<file path="src/rtl/pcwrl_pkg.sv">
// Package: shared types and constants for the per-client window rate limiter.
package pcwrl_pkg;

   localparam int DEFAULT_CLIENTS = 16;

   localparam int ADDR_W   = 32;
   localparam int TIME_W   = 32;
   localparam int TOKEN_W  = 8;
   localparam int WINDOW_W = 16;
   localparam int ENTRY_W  = ADDR_W + TOKEN_W + TIME_W;

   localparam int CSR_IDX_W  = 1;
   localparam int CSR_DATA_W = 16;

   localparam logic [CSR_IDX_W-1:0] CSR_TOKEN_LIMIT    = 1'd0;
   localparam logic [CSR_IDX_W-1:0] CSR_WINDOW_SECONDS = 1'd1;

   localparam logic [TOKEN_W-1:0]  RESET_TOKEN_LIMIT    = 8'd5;
   localparam logic [WINDOW_W-1:0] RESET_WINDOW_SECONDS = 16'd10;

   typedef enum logic [1:0] {
      VERDICT_ALLOWED = 2'd0,
      VERDICT_LIMITED = 2'd1,
      VERDICT_NOROOM  = 2'd2,
      VERDICT_BYPASS  = 2'd3
   } verdict_type;

   typedef struct packed {
      logic        req_ready;
      logic        capture;
      logic        rd_en;
      logic        idx_inc;
      logic        alloc;
      logic        wr_en;
      logic        load_update;
      logic        load_fixed;
      verdict_type fixed_verdict;
   } ctl_cmd_type;

   typedef struct packed {
      logic req_valid;
      logic req_skip;
      logic empty;
      logic match;
      logic idx_last;
      logic full;
      logic rsp_free;
   } ctl_status_type;

endpackage

</file>
<file path="src/rtl/pcwrl_if.sv">
// Interfaces: request and response channels of the rate limiter.
interface pcwrl_req_if;
   logic        valid;
   logic        ready;
   logic [31:0] client_ip;
   logic [31:0] now_seconds;
   logic        skip_check;

   modport source (output valid, client_ip, now_seconds, skip_check, input ready);
   modport sink   (input valid, client_ip, now_seconds, skip_check, output ready);
endinterface

interface pcwrl_rsp_if;
   logic       valid;
   logic       ready;
   logic [1:0] verdict;
   logic [7:0] tokens_left;

   modport source (output valid, verdict, tokens_left, input ready);
   modport sink   (input valid, verdict, tokens_left, output ready);
endinterface

</file>
<file path="src/rtl/pcwrl_ram.sv">
// Generic single-port-write, single-port-read RAM with registered read data.
module pcwrl_ram #(
   parameter int WIDTH = 8,
   parameter int DEPTH = 16
) (
   input  logic                                  clock,
   input  logic                                  wr_en,
   input  logic [((DEPTH > 1) ? $clog2(DEPTH) : 1)-1:0] wr_addr,
   input  logic [WIDTH-1:0]                      wr_data,
   input  logic                                  rd_en,
   input  logic [((DEPTH > 1) ? $clog2(DEPTH) : 1)-1:0] rd_addr,
   output logic [WIDTH-1:0]                      rd_data
);
   logic [WIDTH-1:0] mem_ff [DEPTH];
   logic [WIDTH-1:0] rd_data_ff;

   always_ff @(posedge clock) begin
      if (wr_en) begin
         mem_ff[wr_addr] <= wr_data;
      end
      if (rd_en) begin
         rd_data_ff <= mem_ff[rd_addr];
      end
   end

   assign rd_data = rd_data_ff;
endmodule

</file>
<file path="src/rtl/pcwrl_ctrl.sv">
// Controller: sequences capture, table scan, update and response load.
module pcwrl_ctrl (
   input  logic                        clock,
   input  logic                        reset,
   input  pcwrl_pkg::ctl_status_type   status,
   output pcwrl_pkg::ctl_cmd_type      cmd
);
   import pcwrl_pkg::*;

   typedef enum logic [2:0] {
      ST_IDLE,
      ST_READ,
      ST_CMP,
      ST_UPD,
      ST_FIXED
   } state_type;

   state_type   state_ff, state_in;
   verdict_type fixed_ff, fixed_in;

   always_comb begin
      state_in = state_ff;
      fixed_in = fixed_ff;
      cmd      = '0;
      cmd.fixed_verdict = fixed_ff;
      case (state_ff)
         ST_IDLE: begin
            cmd.req_ready = 1'b1;
            if (status.req_valid) begin
               cmd.capture = 1'b1;
               if (status.req_skip) begin
                  fixed_in = VERDICT_BYPASS;
                  state_in = ST_FIXED;
               end else if (status.empty) begin
                  cmd.alloc = 1'b1;
                  state_in  = ST_UPD;
               end else begin
                  state_in = ST_READ;
               end
            end
         end
         ST_READ: begin
            cmd.rd_en = 1'b1;
            state_in  = ST_CMP;
         end
         ST_CMP: begin
            if (status.match) begin
               state_in = ST_UPD;
            end else if (status.idx_last) begin
               if (status.full) begin
                  fixed_in = VERDICT_NOROOM;
                  state_in = ST_FIXED;
               end else begin
                  cmd.alloc = 1'b1;
                  state_in  = ST_UPD;
               end
            end else begin
               cmd.idx_inc = 1'b1;
               state_in    = ST_READ;
            end
         end
         ST_UPD: begin
            if (status.rsp_free) begin
               cmd.wr_en       = 1'b1;
               cmd.load_update = 1'b1;
               state_in        = ST_IDLE;
            end
         end
         ST_FIXED: begin
            if (status.rsp_free) begin
               cmd.load_fixed = 1'b1;
               state_in       = ST_IDLE;
            end
         end
         default: begin
            state_in = ST_IDLE;
         end
      endcase
   end

   always_ff @(posedge clock) begin
      if (reset) begin
         state_ff <= ST_IDLE;
         fixed_ff <= VERDICT_BYPASS;
      end else begin
         state_ff <= state_in;
         fixed_ff <= fixed_in;
      end
   end
endmodule

</file>
<file path="src/rtl/pcwrl_dpath.sv">
// Datapath: request capture, client table, token update, config and response registers.
module pcwrl_dpath #(
   parameter int CLIENTS = pcwrl_pkg::DEFAULT_CLIENTS
) (
   input  logic                                clock,
   input  logic                                reset,
   pcwrl_req_if.sink                           req,
   pcwrl_rsp_if.source                         rsp,
   input  logic                                csr_we,
   input  logic [pcwrl_pkg::CSR_IDX_W-1:0]     csr_index,
   input  logic [pcwrl_pkg::CSR_DATA_W-1:0]    csr_wdata,
   input  pcwrl_pkg::ctl_cmd_type              cmd,
   output pcwrl_pkg::ctl_status_type           status
);
   import pcwrl_pkg::*;

   localparam int IDX_W = (CLIENTS > 1) ? $clog2(CLIENTS) : 1;
   localparam int CNT_W = $clog2(CLIENTS + 1);

   logic [ADDR_W-1:0]   addr_ff, addr_in;
   logic [TIME_W-1:0]   now_ff, now_in;
   logic [IDX_W-1:0]    idx_ff, idx_in;
   logic [CNT_W-1:0]    count_ff, count_in;
   logic                alloc_ff, alloc_in;
   logic [TOKEN_W-1:0]  token_limit_ff, token_limit_in;
   logic [WINDOW_W-1:0] window_ff, window_in;
   logic                rsp_valid_ff, rsp_valid_in;
   verdict_type         verdict_ff, verdict_in;
   logic [TOKEN_W-1:0]  tokens_ff, tokens_in;

   logic [ENTRY_W-1:0]  rd_data;
   logic [ENTRY_W-1:0]  wr_data;
   logic [ADDR_W-1:0]   rd_key;
   logic [TOKEN_W-1:0]  rd_tokens;
   logic [TIME_W-1:0]   rd_start;
   logic [TIME_W-1:0]   elapsed;
   logic                refill;
   logic [TOKEN_W-1:0]  base_tokens;
   logic                allowed;
   logic [TOKEN_W-1:0]  new_tokens;
   logic [TIME_W-1:0]   new_start;

   pcwrl_ram #(
      .WIDTH (ENTRY_W),
      .DEPTH (CLIENTS)
   ) u_table (
      .clock   (clock),
      .wr_en   (cmd.wr_en),
      .wr_addr (idx_ff),
      .wr_data (wr_data),
      .rd_en   (cmd.rd_en),
      .rd_addr (idx_ff),
      .rd_data (rd_data)
   );

   assign rd_key    = rd_data[ENTRY_W-1 -: ADDR_W];
   assign rd_tokens = rd_data[TIME_W +: TOKEN_W];
   assign rd_start  = rd_data[TIME_W-1:0];

   assign elapsed     = now_ff - rd_start;
   assign refill      = alloc_ff || (elapsed >= {{(TIME_W-WINDOW_W){1'b0}}, window_ff});
   assign base_tokens = refill ? token_limit_ff : rd_tokens;
   assign allowed     = (base_tokens != '0);
   assign new_tokens  = allowed ? base_tokens - 1'b1 : base_tokens;
   assign new_start   = refill ? now_ff : rd_start;
   assign wr_data     = {addr_ff, new_tokens, new_start};

   assign status.req_valid = req.valid;
   assign status.req_skip  = req.skip_check;
   assign status.empty     = (count_ff == '0);
   assign status.match     = (rd_key == addr_ff);
   assign status.idx_last  = ({1'b0, CNT_W'(idx_ff)} + 1'b1) == {1'b0, count_ff};
   assign status.full      = (count_ff == CNT_W'(CLIENTS));
   assign status.rsp_free  = !rsp_valid_ff || rsp.ready;

   assign req.ready       = cmd.req_ready;
   assign rsp.valid       = rsp_valid_ff;
   assign rsp.verdict     = verdict_ff;
   assign rsp.tokens_left = tokens_ff;

   always_comb begin
      addr_in        = addr_ff;
      now_in         = now_ff;
      idx_in         = idx_ff;
      count_in       = count_ff;
      alloc_in       = alloc_ff;
      token_limit_in = token_limit_ff;
      window_in      = window_ff;
      rsp_valid_in   = rsp_valid_ff;
      verdict_in     = verdict_ff;
      tokens_in      = tokens_ff;

      if (cmd.capture) begin
         addr_in  = req.client_ip;
         now_in   = req.now_seconds;
         idx_in   = '0;
         alloc_in = 1'b0;
      end
      if (cmd.idx_inc) begin
         idx_in = idx_ff + 1'b1;
      end
      if (cmd.alloc) begin
         idx_in   = count_ff[IDX_W-1:0];
         alloc_in = 1'b1;
      end
      if (cmd.wr_en && alloc_ff) begin
         count_in = count_ff + 1'b1;
      end

      if (rsp_valid_ff && rsp.ready) begin
         rsp_valid_in = 1'b0;
      end
      if (cmd.load_update) begin
         rsp_valid_in = 1'b1;
         verdict_in   = allowed ? VERDICT_ALLOWED : VERDICT_LIMITED;
         tokens_in    = new_tokens;
      end
      if (cmd.load_fixed) begin
         rsp_valid_in = 1'b1;
         verdict_in   = cmd.fixed_verdict;
         tokens_in    = '0;
      end

      if (csr_we) begin
         case (csr_index)
            CSR_TOKEN_LIMIT:    token_limit_in = csr_wdata[TOKEN_W-1:0];
            CSR_WINDOW_SECONDS: window_in      = csr_wdata[WINDOW_W-1:0];
            default: ;
         endcase
      end
   end

   always_ff @(posedge clock) begin
      addr_ff    <= addr_in;
      now_ff     <= now_in;
      idx_ff     <= idx_in;
      verdict_ff <= verdict_in;
      tokens_ff  <= tokens_in;
      if (reset) begin
         count_ff       <= '0;
         alloc_ff       <= 1'b0;
         rsp_valid_ff   <= 1'b0;
         token_limit_ff <= RESET_TOKEN_LIMIT;
         window_ff      <= RESET_WINDOW_SECONDS;
      end else begin
         count_ff       <= count_in;
         alloc_ff       <= alloc_in;
         rsp_valid_ff   <= rsp_valid_in;
         token_limit_ff <= token_limit_in;
         window_ff      <= window_in;
      end
   end
endmodule

</file>
<file path="src/rtl/per_client_window_rate_limiter.sv">
// Top level: per-client fixed-window rate limiter.
// Each request transaction looks its client address up in a table of CLIENTS
// entries held in one RAM with a single registered read port. The table is
// searched linearly, one entry at a time (a read state, then a compare
// state), until the client matches or the last filled entry is passed; a
// new client then takes the next free entry unless the table is full. An
// empty table skips the search and a bypassed request skips the table. The
// table write and response load wait for a free output register. Entries
// fill from the bottom and are never evicted, so a fill count stands in for
// valid bits and no clearing pass is needed after reset. A finished response
// waits in an output register while the next request is accepted. Registers: index 0
// token_limit (8 bits), index 1 window_seconds (16 bits); write only while idle.
module per_client_window_rate_limiter #(
   parameter int CLIENTS = pcwrl_pkg::DEFAULT_CLIENTS
) (
   input  logic                              clock,
   input  logic                              reset,
   pcwrl_req_if.sink                         req,
   pcwrl_rsp_if.source                       rsp,
   input  logic                              csr_we,
   input  logic [pcwrl_pkg::CSR_IDX_W-1:0]   csr_index,
   input  logic [pcwrl_pkg::CSR_DATA_W-1:0]  csr_wdata
);
   import pcwrl_pkg::*;

   ctl_cmd_type    cmd;
   ctl_status_type status;

   pcwrl_ctrl u_ctrl (
      .clock  (clock),
      .reset  (reset),
      .status (status),
      .cmd    (cmd)
   );

   pcwrl_dpath #(
      .CLIENTS (CLIENTS)
   ) u_dpath (
      .clock     (clock),
      .reset     (reset),
      .req       (req),
      .rsp       (rsp),
      .csr_we    (csr_we),
      .csr_index (csr_index),
      .csr_wdata (csr_wdata),
      .cmd       (cmd),
      .status    (status)
   );
endmodule
</file>
<file path="src/flat_wrapper.sv">
// flat-port wrapper written by rule: the top's interface ports become plain ports
module per_client_window_rate_limiter_flat import pcwrl_pkg::*;
#(
   parameter int CLIENTS = pcwrl_pkg::DEFAULT_CLIENTS
)
  (clock, reset, csr_we, csr_index, csr_wdata, req_valid, req_client_ip, req_now_seconds, req_skip_check, req_ready, rsp_valid, rsp_verdict, rsp_tokens_left, rsp_ready);
  pcwrl_req_if req_i ();
  pcwrl_rsp_if rsp_i ();
  input  logic clock;
  input  logic reset;
  input  logic csr_we;
  input  logic [pcwrl_pkg::CSR_IDX_W-1:0] csr_index;
  input  logic [pcwrl_pkg::CSR_DATA_W-1:0] csr_wdata;
  input wire logic [$bits(req_i.valid)-1:0] req_valid;
  input wire logic [$bits(req_i.client_ip)-1:0] req_client_ip;
  input wire logic [$bits(req_i.now_seconds)-1:0] req_now_seconds;
  input wire logic [$bits(req_i.skip_check)-1:0] req_skip_check;
  output wire logic [$bits(req_i.ready)-1:0] req_ready;
  output wire logic [$bits(rsp_i.valid)-1:0] rsp_valid;
  output wire logic [$bits(rsp_i.verdict)-1:0] rsp_verdict;
  output wire logic [$bits(rsp_i.tokens_left)-1:0] rsp_tokens_left;
  input wire logic [$bits(rsp_i.ready)-1:0] rsp_ready;
  assign req_i.valid = req_valid;
  assign req_i.client_ip = req_client_ip;
  assign req_i.now_seconds = req_now_seconds;
  assign req_i.skip_check = req_skip_check;
  assign req_ready = req_i.ready;
  assign rsp_valid = rsp_i.valid;
  assign rsp_verdict = rsp_i.verdict;
  assign rsp_tokens_left = rsp_i.tokens_left;
  assign rsp_i.ready = rsp_ready;
  per_client_window_rate_limiter #(.CLIENTS(CLIENTS)) u_core (.clock(clock), .reset(reset), .req(req_i), .rsp(rsp_i), .csr_we(csr_we), .csr_index(csr_index), .csr_wdata(csr_wdata));
endmodule
</file>
<file path="config.mk">
export PLATFORM = sky130hd
export DESIGN_NAME = per_client_window_rate_limiter_flat
export DESIGN_NICKNAME = d
export VERILOG_FILES = /design/src/rtl/pcwrl_pkg.sv /design/src/rtl/pcwrl_if.sv /design/src/rtl/pcwrl_ram.sv /design/src/rtl/pcwrl_ctrl.sv /design/src/rtl/pcwrl_dpath.sv /design/src/rtl/per_client_window_rate_limiter.sv /design/src/flat_wrapper.sv
export SDC_FILE = /design/constraint.sdc
export NUM_CORES = 1
export LEC_CHECK = 0
export BUFFER_PORTS_ARGS = -buffer_cell sky130_fd_sc_hd__buf_2
export CORE_MARGIN = 2
export CORE_UTILIZATION = 35
export DETAILED_ROUTE_END_ITERATION = 7
export GPL_ROUTABILITY_DRIVEN = 0
export SLEW_MARGIN = 30
export SYNTH_ARGS = -nofsm -noshare
export SYNTH_HDL_FRONTEND = slang
export SYNTH_HIERARCHICAL = 1
export SYNTH_SLANG_ARGS = --single-unit
</file>
<file path="constraint.sdc">
create_clock -name clock -period 13 [get_ports clock]
set_input_delay 0.65 -clock clock [delete_from_list [all_inputs] [get_ports clock]]
set_output_delay 0.65 -clock clock [all_outputs]
set_load 0.01 [all_outputs]
</file>
After elaboration in Yosys (flattened, before gate mapping)
Memories as Yosys holds them, arrays and structs flattened. A register that Yosys moved wholly into a read port is not among the register bits. Index checks and enable logic that the tools add are counted.

Add/sub/neg operators: 5. $lt $le $gt $ge: 1. Equal/unequal tests: 13. Muxes and demuxes: 46. Bitwise logic cells: 1. Reduce and logical (&&, ||, !) cells: 18.

Operator list (number): $eq A32 B32 Y1 (1); $ge A32 B16 Y1 (1); $mux W32 (1); $sub A32 B32 Y32 (1); $mux W2 (12); $mux W1 (19); $mux W3 (6); $mux W8 (2); $mux W4 (3); $pmux W3 S4 (1); $reduce_bool A8 Y1 (1); $sub A8 B1 Y8 const B (1); $eq A3 B2 Y1 const B (2); $ne A2 B1 Y1 const B (3); $ne A2 B2 Y1 const B (3); $reduce_and A2 Y1 (3); $reduce_and A6 Y1 (1); $reduce_bool A2 Y1 (3); $reduce_bool A3 Y1 (2); $add A4 B1 Y5 const B (1); $add A5 B1 Y5 const B (1); $eq A5 B5 Y1 (1); $eq A5 B5 Y1 const B (1); $logic_not A5 Y1 (1); 11 further kinds (13).

Register bits after elaboration: 114. RAM bits: 1152. Input port bits: 87. Memories: 1.

Memories: u_core.u_dpath.u_table.mem_ff (depth 16, width 72, rd ports 1, clocked after Yosys merged registers in 1, wr ports 1, RTL line pcwrl_ram.sv:14) `logic [WIDTH-1:0] mem_ff [DEPTH];`.

Depth between registers and ports, before layout
Gate-level depths: netlist (run 1).

Depth after elaboration: 8. Depth in mapped cells: 31.

Cells and area by module
The synthesis (run 1) kept the hierarchy.

By module, submodules not included: pcwrl_ram (times used 1, cells an instance 1850, area each 45273.4 µm², seq. area each 36755.3 µm²); pcwrl_dpath (times used 1, cells an instance 792, area each 7448.4 µm², seq. area each 2882.8 µm²); pcwrl_ctrl (times used 1, cells an instance 46, area each 359.1 µm², seq. area each 80.1 µm²).

Least setup slack after synthesis (run 1)
OpenSTA, ideal clock, no wires.

Path kind: input port to flip-flop. From: in rsp_ready. To: mem u_core/u_dpath/u_table/mem_ff[0][0] (netlist name) (enable). Library setup time: 590 ps. Data arrival time: 6572 ps. Data required time: 12410 ps. Slack: 5838 ps. Cell stages on the path: 5. Buffers on the path: 1. Cell sequence: nand2b_1 -> and4b_1 -> buf_4 -> or3b_2 -> nor3_1.

RTL lines: from (decl) (RTL line flat_wrapper.sv:22) `input wire logic [$bits(rsp_i.ready)-1:0] rsp_ready;`; to (decl) (RTL line pcwrl_ram.sv:14).

Worst setup path in the final report (run 1)
From: reg u_core.u_dpath.u_table.rd_data_ff[0] (netlist: u_core/u_dpath/u_table/rd_data[0]) (read register of u_core.u_dpath.u_table.mem_ff). To: mem u_core/u_dpath/u_table/mem_ff[4][33] (netlist name), data pin.

Longest elaborated chain between the ends: 6.

RTL lines: from (decl) (RTL line pcwrl_ram.sv:15) `logic [WIDTH-1:0] rd_data_ff;`; $sub A32 B32 Y32 * (RTL line pcwrl_dpath.sv:60) `assign elapsed = now_ff - rd_start;`; $ge A32 B16 Y1 * (RTL line pcwrl_dpath.sv:61) `assign refill = alloc_ff || (elapsed >= {{(TIME_W-WINDOW_W){1'b0}}, window_ff});`; $logic_or A1 B1 Y1 * (RTL line pcwrl_dpath.sv:61); $mux W8 * (RTL line pcwrl_dpath.sv:62) `assign base_tokens = refill ? token_limit_ff : rd_tokens;`; $sub A8 B1 Y8 or $reduce_bool A8 Y1 (tied branches) (RTL line pcwrl_dpath.sv:64, pcwrl_dpath.sv:63); $mux W8 * (RTL line pcwrl_dpath.sv:64) `assign new_tokens = allowed ? base_tokens - 1'b1 : base_tokens;`; net u_core.u_dpath.new_tokens[1] (RTL line pcwrl_dpath.sv:40) `logic [TOKEN_W-1:0] new_tokens;`.

The timed path passes the listed nets; every way through them passes the cells marked *.

==> results of run 1 <==
kinds of logic after synthesis:
| family | synth area share [%] |
|---|---|
| other | 0.00706 |
| and+or+nand+nor | 3.29 |
| buffers and inverters | 1.92 |
| adders and majority gates | 1.24 |
| AOI/OAI and AO/OA | 4.34 |
| DFF | 74.8 |
| xor gates and xnor gates | 1.14 |
| muxes | 13.2 |
placed cells by master, fill, tap and decap left out, drive strengths merged, types with 5 or more instances in the layout:
cell,n
a211oi,9
a21o,9
a21oi,72
a22oi,144
a31o,5
and2,7
buf,161
bufinv,8
clkbuf,171
clkinv,60
dfxtp,43
edfxtp,1294
ha,51
inv,69
mux2,38
mux2i,8
mux4,288
nand2,177
nand2b,23
nand3,9
nand3b,7
nand4,16
nor2,70
nor2b,7
nor3,19
nor3b,5
nor4,11
o211ai,7
o21a,7
o21ai,41
xnor2,21
xor2,48
state kept, by name (all words and copies together), names as in the netlist, 3 cells and up:
| signal | flops |
|---|---|
| u_core/u_dpath/u_table/mem_ff | 1152 |
| u_core/u_dpath/rsp.tokens_left | 8 |
| u_core/u_dpath/idx_ff | 4 |
| u_core/u_dpath/window_ff | 16 |
| u_core/u_dpath/now_ff | 32 |
| u_core/u_dpath/count_ff | 5 |
| u_core/u_dpath/u_table/rd_data | 72 |
| u_core/u_ctrl/state_ff | 3 |
| u_core/u_dpath/token_limit_ff | 8 |
| u_core/u_dpath/addr_ff | 32 |
report_power, final:
group	total (mW)	switching [mW]	internal, mW	leakage [nW]
combinational	1.15	0.666	0.485	4.98
clock	3.75	1.61	2.14	2.07
sequential	4.92	0.0741	4.85	12.0
metal layers:
| layer | vias to the layer above | wire [um] | track usage (%) |
|---|---|---|---|
| met2 | 992 | 58600 | 24.9 |
| met3 | 156 | 9880 | 3.46 |
| met1 | 14100 | 55800 | 23.2 |
| met5 | - | 13 | 0 |
| met4 | 2 | 2170 | 4.14 |
| li1 | 11324 | - | - |
through the flow:
step           cells  cell area (um2)
6_report        4982            60300
5_1_grt         4982            60300
2_1_floorplan   2688            53100
3_3_place_gp    4734            56000
4_1_cts         4981            60200
3_5_place_dp    4734            56000
worst max-delay path by stage:
stage	to	slack (ns)	cells after the start
final	u_core/u_dpath/u_table/mem_ff[4][33]	6.59	19
after CTS	u_core/u_dpath/u_table/mem_ff[4][33]	6.66	19
after detailed placement	u_core/u_dpath/u_table/mem_ff[14][33]	6.69	20
after global routing	u_core/u_dpath/u_table/mem_ff[4][33]	6.17	19
after global placement	u_core/u_dpath/u_table/mem_ff[6][39]	6.71	18
after floorplan	u_core/u_dpath/u_table/mem_ff[0][0]	5.84	5
worst reg2reg max path, cell delays in order (launching register included):
cell and delay (ns):
edfxtp_1 0.39, ha_1 0.23, fa_1 0.40, nand2b_1 0.18
a21oi_1 0.30, nor2_1 0.13, o21ai_0 0.28, a31oi_1 0.14
xnor2_1 0.15, ha_1 0.27, and2_1 0.15, a221oi_1 0.34
o221ai_1 0.18, a2111oi_2 0.41, o2111ai_1 0.22, nor4_1 0.26
and4_2 0.37, buf_4 0.67, mux2_4 0.39, nor2_1 0.63
cell type report:
cell class              count  area (um2)
well taps                2016        2520
multi-input cells        1157       12500
inverters                  64         240
fillers                 13353       89900
clock inverters            76         627
repair buffers            161        1010
flip-flops and latches   1337       39700
clock buffers             171        3620
==> key figures, run 1 <==
Worst setup path
  • Worst Path Buf+Inv: 1
  • Top Family by Delay on Critical Path: compound AO/OA/AOI/OAI gates
  • CP Capture Type: register
  • Reg-to-Reg End: u_core/u_dpath/u_table/mem_ff[4][33]
  • Crit. Startpoint: u_core/u_dpath/u_table/rd_data[0]
  • Cell Chain, Critical Path: ha_1 > fa_1 > nand2b_1 > a21oi_1 > nor2_1 > o21ai_0 > a31oi_1 > xnor2_1 > ha_1 > and2_1 > a221oi_1 > o221ai_1 > a2111oi_2 > o2111ai_1 > nor4_1 > and4_2 > buf_4 > mux2_4 > nor2_1
  • Crit path max fanout: 43
  • FF-to-FF setup slack: 6.59 ns
  • Setup Crit Path Kind: reg -> reg
  • Worst EP arrival: 6.83 ns
  • RR Startpoint: u_core/u_dpath/u_table/rd_data[0]
  • CP startpoint kind: register
  • R2r worst-path depth: 19
  • Slowest Stage Delay on Critical Path: between 0.6 and 0.7 ns
  • Crit path max-delay cell type: buf_4
  • WP data required: about 13 ns

Synth
  • Top cells by area, synth: edfxtp_1, mux4_2, a22oi_1, dfxtp_1, nand2_1
  • Yosys cell types: 80
  • Post-synthesis instance area: 0.0531 mm2
  • FF+latch count, synth: 1337
  • Net Count, Synth: roughly 2800
  • Post-synth ARST share: 0%
  • Biggest area consumer among synthesized cells: edfxtp_1
  • Syn avg cell area: 19.7 um2
  • Cell count after synthesis: 2688
  • Most common cell in the netlist: edfxtp_1
  • Synth Flop Type: edfxtp_1
  • Yosys top cell area share: about 73%
  • Yosys warnings: 6
  • Post-synthesis sequential area ratio: approximately three quarters
  • Synth top cells by count: edfxtp_1, mux4_2, nand2_1, a22oi_1, nor2_1
  • Post-synth EDFFs: about 1300

STA
  • RSZ-0062 raised after global routing: no
  • WHS: between 0.06 and 0.07 ns
  • Clk_skew: 0.0313 ns
  • Final setup margin: 6.59 ns
  • Final hold vios: 0
  • Post-route setup TNS: 0 ns
  • Final setup viols: 0
  • Post-route minimum period: approximately 6.4 ns
  • Final Slew Violations: 0
  • Fin crit share: about 49%
  • Max Fclk: ~160 MHz
  • Slew margin rel.: 32.4%
  • Worst-Margin Slew: 1.01 ns

Floorplan
  • Core Rows: ~140
  • Core area: 0.150 mm2
  • # IOs: 99
  • Die Span Y: 393 um
  • Die W: 393 um
  • Starting density of the core: 35.4%
  • Area of the die: ~0.15 mm2

Clock network
  • Clock-pin slew on the worst setup and hold paths: 0.06 ns
  • CTS Root Cell: clkbuf_16
  • CTS Hold Bufs: 0
  • Post_cts resized: 0
  • CTS sink cnt: 1337
  • Clock tree from TritonCTS: built
  • H-tree lvl count: 4
  • Post-CTS setup buffers: 0
  • CTS Buf Count: 134
  • Clk buf depth: 3
  • Clk_lat worst skew: roughly 0.76 ns

GRT
  • Largest net degree at the start of global routing: 108
  • GRT Resource Usage Total: 16.2%
  • First-pass GRT wire length: 183 mm
  • GRT overflow: 0
  • Initial antenna violation count: 6
  • Vias in the first global route: 26981

Routing
  • Router iterations before antenna repair: 5
  • Final ANT Viol Nets: 0
  • Routed wire length: 126 mm
  • DR WL/cell: 25.4 um
  • Vias per cell: 5.33
  • Residual DRC: 0
  • Via Count: 26574
  • Initial DRC Count: 2727

Layout
  • Final Util: between 40% and 50%
  • Ant. Diodes: 0
  • Synth-to-layout area growth: 13.5%
  • Nets: 2994
  • Share of layout cells above drive strength 1: 24.4%

Place
  • Post-DP HPWL: approximately 69 mm
  • Buffers added on ports: 98
  • DP Worst Slack: approximately 6.7 ns

Hold path
  • Worst Hold Path EP: u_core/u_dpath/addr_ff[29]
  • Worst Hold Class: in -> reg
  • Hold path depth: 1
  • Hold Crit Start: req_client_ip[29]

Flow run
  • Max_cap viols: 0

Pwr
  • Pwr Density: 163 mW/mm2
  • Leakage: 19.1 nW
  • Worst vdd rail ir drop: 0.000147 V
  • Total power draw: 9.82 mW

Status
  • Status: complete, no violations
No activity file was read; power rests on OpenSTA's default activity.
==> run 2, diff against run 1 <==
Clock period 13 ns to 5.7 ns, I/O delays scaled along.
==> run 2 against run 1 <==
Compared with the run above:
- clock-buffer cell count grew 6
- via count rose by 1.8%
- register-to-register slack got worse by 6.4 ns
- critical path type unchanged
- maximum frequency up 17%
- first-iteration DRC count shrank 0.37%
- critical endpoint is now u_core/u_dpath/u_table/mem_ff[15][34]
- highest routed layer is now met4
- routed wire length up 2.9%
- worst hold slack improved by 0.028 ns
==> key figures, run 2 (synthesized netlist as in run 1, its figures left out) <==
Place
  • DP Cell Count: 4747 (was 4734)
  • DP Worst Slack: -0.0669 ns (was 6.69 ns)
  • DP Area: 0.0564 mm2 (was 0.0560 mm2)
  • Buffers added on ports: 98 (unchanged)
  • Post-DP HPWL: 67.0 mm (was 69.4 mm)

Worst setup path
  • Reg-to-Reg End: u_core/u_dpath/u_table/mem_ff[15][34] (was u_core/u_dpath/u_table/mem_ff[4][33])
  • CP startpoint kind: register (unchanged)
  • Cell Chain, Critical Path: ha_1 > o2111ai_2 > buf_4 > a21o_1 > nand2b_1 > a31oi_2 > o21ai_1 > xor2_1 > ha_1 > o21ai_1 > nor2_1 > a2111oi_2 > o221ai_1 > a2111oi_2 > o2111ai_1 > nor4_1 > and4_4 > mux2i_4 > ha_4 > or3b_2 > a21oi_2 > or2_4 > clkbuf_16 (was ha_1 > fa_1 > nand2b_1 > a21oi_1 > nor2_1 > o21ai_0 > a31oi_1 > xnor2_1 > ha_1 > and2_1 > a221oi_1 > o221ai_1 > a2111oi_2 > o2111ai_1 > nor4_1 > and4_2 > buf_4 > mux2_4 > nor2_1)
  • Slowest Stage Delay on Critical Path: 0.46 ns (was 0.67 ns)
  • Crit. Startpoint: u_core/u_dpath/now_ff[4] (was u_core/u_dpath/u_table/rd_data[0])
  • FF-to-FF setup slack: 0.20 ns (was 6.59 ns)
  • R2r worst-path depth: 23 (was 19)
  • Crit path max-delay cell type: or3b_2 (was buf_4)
  • Setup Crit Path Kind: reg -> reg (unchanged)
  • RR Startpoint: u_core/u_dpath/now_ff[4] (was u_core/u_dpath/u_table/rd_data[0])
  • CP Capture Type: register (unchanged)
  • Crit path max fanout: 8 (was 43)
  • Worst EP arrival: 6.12 ns (was 6.83 ns)
  • WP data required: 6.33 ns (was 13.43 ns)
  • CP endpoint: u_core/u_dpath/u_table/mem_ff[15][34] (was u_core/u_dpath/u_table/mem_ff[4][33])

Flow run
  • Max_cap viols: 0 (unchanged)

Layout
  • Final Non-Filler Cells: 5094 (was 4982)
  • Synth-to-layout area growth: 16.9% (was 13.5%)
  • Most common cell after layout, fill and taps aside: edfxtp_1 (unchanged)
  • Filler instances: 13172 (was 13353)
  • Share of layout cells above drive strength 1: 25.7% (was 24.4%)
  • Commonest non-fill, non-tap cells in the layout: edfxtp_1, mux4_2, nand2_1 (unchanged)
  • Register bank with the most flops: u_core/u_dpath/u_table/mem_ff (unchanged)
  • Fin area: 0.0621 mm2 (was 0.0603 mm2)
  • Nets: 3104 (was 2994)
  • Max FFs per register: 1152 (unchanged)

Routing
  • Final ANT Viol Nets: 0 (unchanged)
  • Via Count: 27048 (was 26574)
  • DR WL/cell: 25.5 um (was 25.4 um)
  • Routed wire length: 130 mm (was 126 mm)
  • Residual DRC: 0 (unchanged)
  • Initial DRC Count: 2717 (was 2727)
  • Vias per cell: 5.31 (was 5.33)
  • Router iterations before antenna repair: 5 (unchanged)

Hold path
  • Worst Hold Class: in -> reg (unchanged)

STA
  • Clk_skew: 0.0391 ns (was 0.0313 ns)
  • Max Fclk: 182 MHz (was 156 MHz)
  • Final hold vios: 0 (unchanged)
  • Slew margin rel.: 34.4% (was 32.4%)
  • Final setup margin: 0.204 ns (was 6.59 ns)
  • Final setup viols: 0 (unchanged)
  • Worst-Margin Slew: 0.984 ns (was 1.01 ns)
  • Fin crit share: 96.4% (was 49.3%)
  • RSZ-0062 raised after global routing: yes (was no)
  • Post-route minimum period: 5.50 ns (was 6.41 ns)
  • Final Slew Violations: 0 (unchanged)
  • WHS: 0.0946 ns (was 0.0670 ns)

GRT
  • Largest net degree at the start of global routing: 128 (was 108)
  • Vias in the first global route: 27839 (was 26981)
  • GRT Resource Usage Total: 16.6% (was 16.2%)
  • Initial antenna violation count: 4 (was 6)
  • GRT overflow: 0 (unchanged)
  • First-pass GRT wire length: 189 mm (was 183 mm)

Clock network
  • Clk buf depth: 3 (unchanged)
  • CTS Buf Count: 141 (was 134)
  • Clk_lat worst skew: 0.77 ns (was 0.76 ns)
  • CTS sink cnt: 1337 (unchanged)
  • Clock-pin slew on the worst setup and hold paths: 0.06 ns (about the same)
  • Clock tree from TritonCTS: built (unchanged)
  • H-tree lvl count: 4 (unchanged)
  • CTS Root Cell: clkbuf_16 (unchanged)

Pwr
  • Pwr Density: 370 mW/mm2 (was 163 mW/mm2)
  • Leakage: 19.8 nW (was 19.1 nW)
  • Worst vdd rail ir drop: 0.000326 V (was 0.000147 V)
  • Total power draw: 23.0 mW (was 9.82 mW)

Floorplan
  • Core area: 0.150 mm2 (unchanged)
  • Area of the die: 0.155 mm2 (unchanged)
  • Die Span Y: 393 um (unchanged)
  • Starting density of the core: 35.4% (unchanged)
  • Core Rows: 142 (unchanged)
  • # IOs: 99 (unchanged)
  • Die W: 393 um (unchanged)

Status
  • Status: complete, no violations (unchanged)
## run 2: layout make-up
| class | count | area, um2 | area share (%) |
|---|---|---|---|
| clock buffers | 177 | 3740 | 6.03 |
| diodes | 2 | 5.00 | 0.00806 |
| clock inverters | 77 | 777 | 1.25 |
| flip-flops and latches | 1337 | 39700 | 64.0 |
| repair buffers | 260 | 2280 | 3.68 |
| well taps | 2016 | 2520 | 4.06 |
| inverters | 64 | 240 | 0.387 |
| multi-input cells | 1161 | 12800 | 20.6 |
## run 2: per-layer routing
layer | wire length, um | vias up | GRT usage (%)
met5 | 0 | - | 0
met2 | 61700 | 934 | 26.2
met1 | 56700 | 14383 | 23.4
met3 | 8960 | 170 | 3.25
met4 | 2710 | 0 | 4.79
li1 | - | 11561 | -
## run 2: power by group
group / switching, mW / internal, mW
registers: 0.184 / 11.1
logic: 1.55 / 1.22
clock network: 3.86 / 5.08
## run 2: what timing repair did
action                     in CTS  in global routing
hold buffers                   84                  0
resized for setup               3                 39
pin swaps                       0                 22
gates cloned                    0                  5
setup endpoints to repair      50                463
hold endpoints to repair       92                  0
buffers inserted                0                  1
## run 2: worst min path at each step
stage / startpoint / end / slack, ns / depth (start not counted)
2_1_floorplan: reset / u_core/u_ctrl/state_ff[0] / 0.35 / 1
3_3_place_gp: u_core/u_dpath/window_ff[13] / u_core/u_dpath/window_ff[13] / 0.45 / 2
3_5_place_dp: u_core/u_dpath/window_ff[14] / u_core/u_dpath/window_ff[14] / 0.45 / 2
4_1_cts: csr_index / u_core/u_dpath/token_limit_ff[6] / 0.003 / 4
5_1_grt: csr_index / u_core/u_dpath/token_limit_ff[7] / 0.09 / 4
6_report: csr_index / u_core/u_dpath/token_limit_ff[6] / 0.09 / 4
## run 2: per-stage QoR
step           TNS (ns)  utilization, %
4_1_cts               0            41.2
5_1_grt           -5.40            41.3
3_3_place_gp          0            37.5
2_1_floorplan         0               -
6_report              0            41.3
3_5_place_dp     -0.564            37.6
## run 2: worst max-delay path: cells and delay by family (launching register included)
family | cells | cell delay, ns
flip-flops | 1 | 0.39
multiplexers | 1 | 0.29
AND/OR/NAND/NOR | 6 | 1.48
AO/OA/AOI/OAI | 10 | 1.76
buffers and inverters | 2 | 0.31
adder cells (fa/ha/maj) | 3 | 0.92
XOR/XNOR | 1 | 0.22
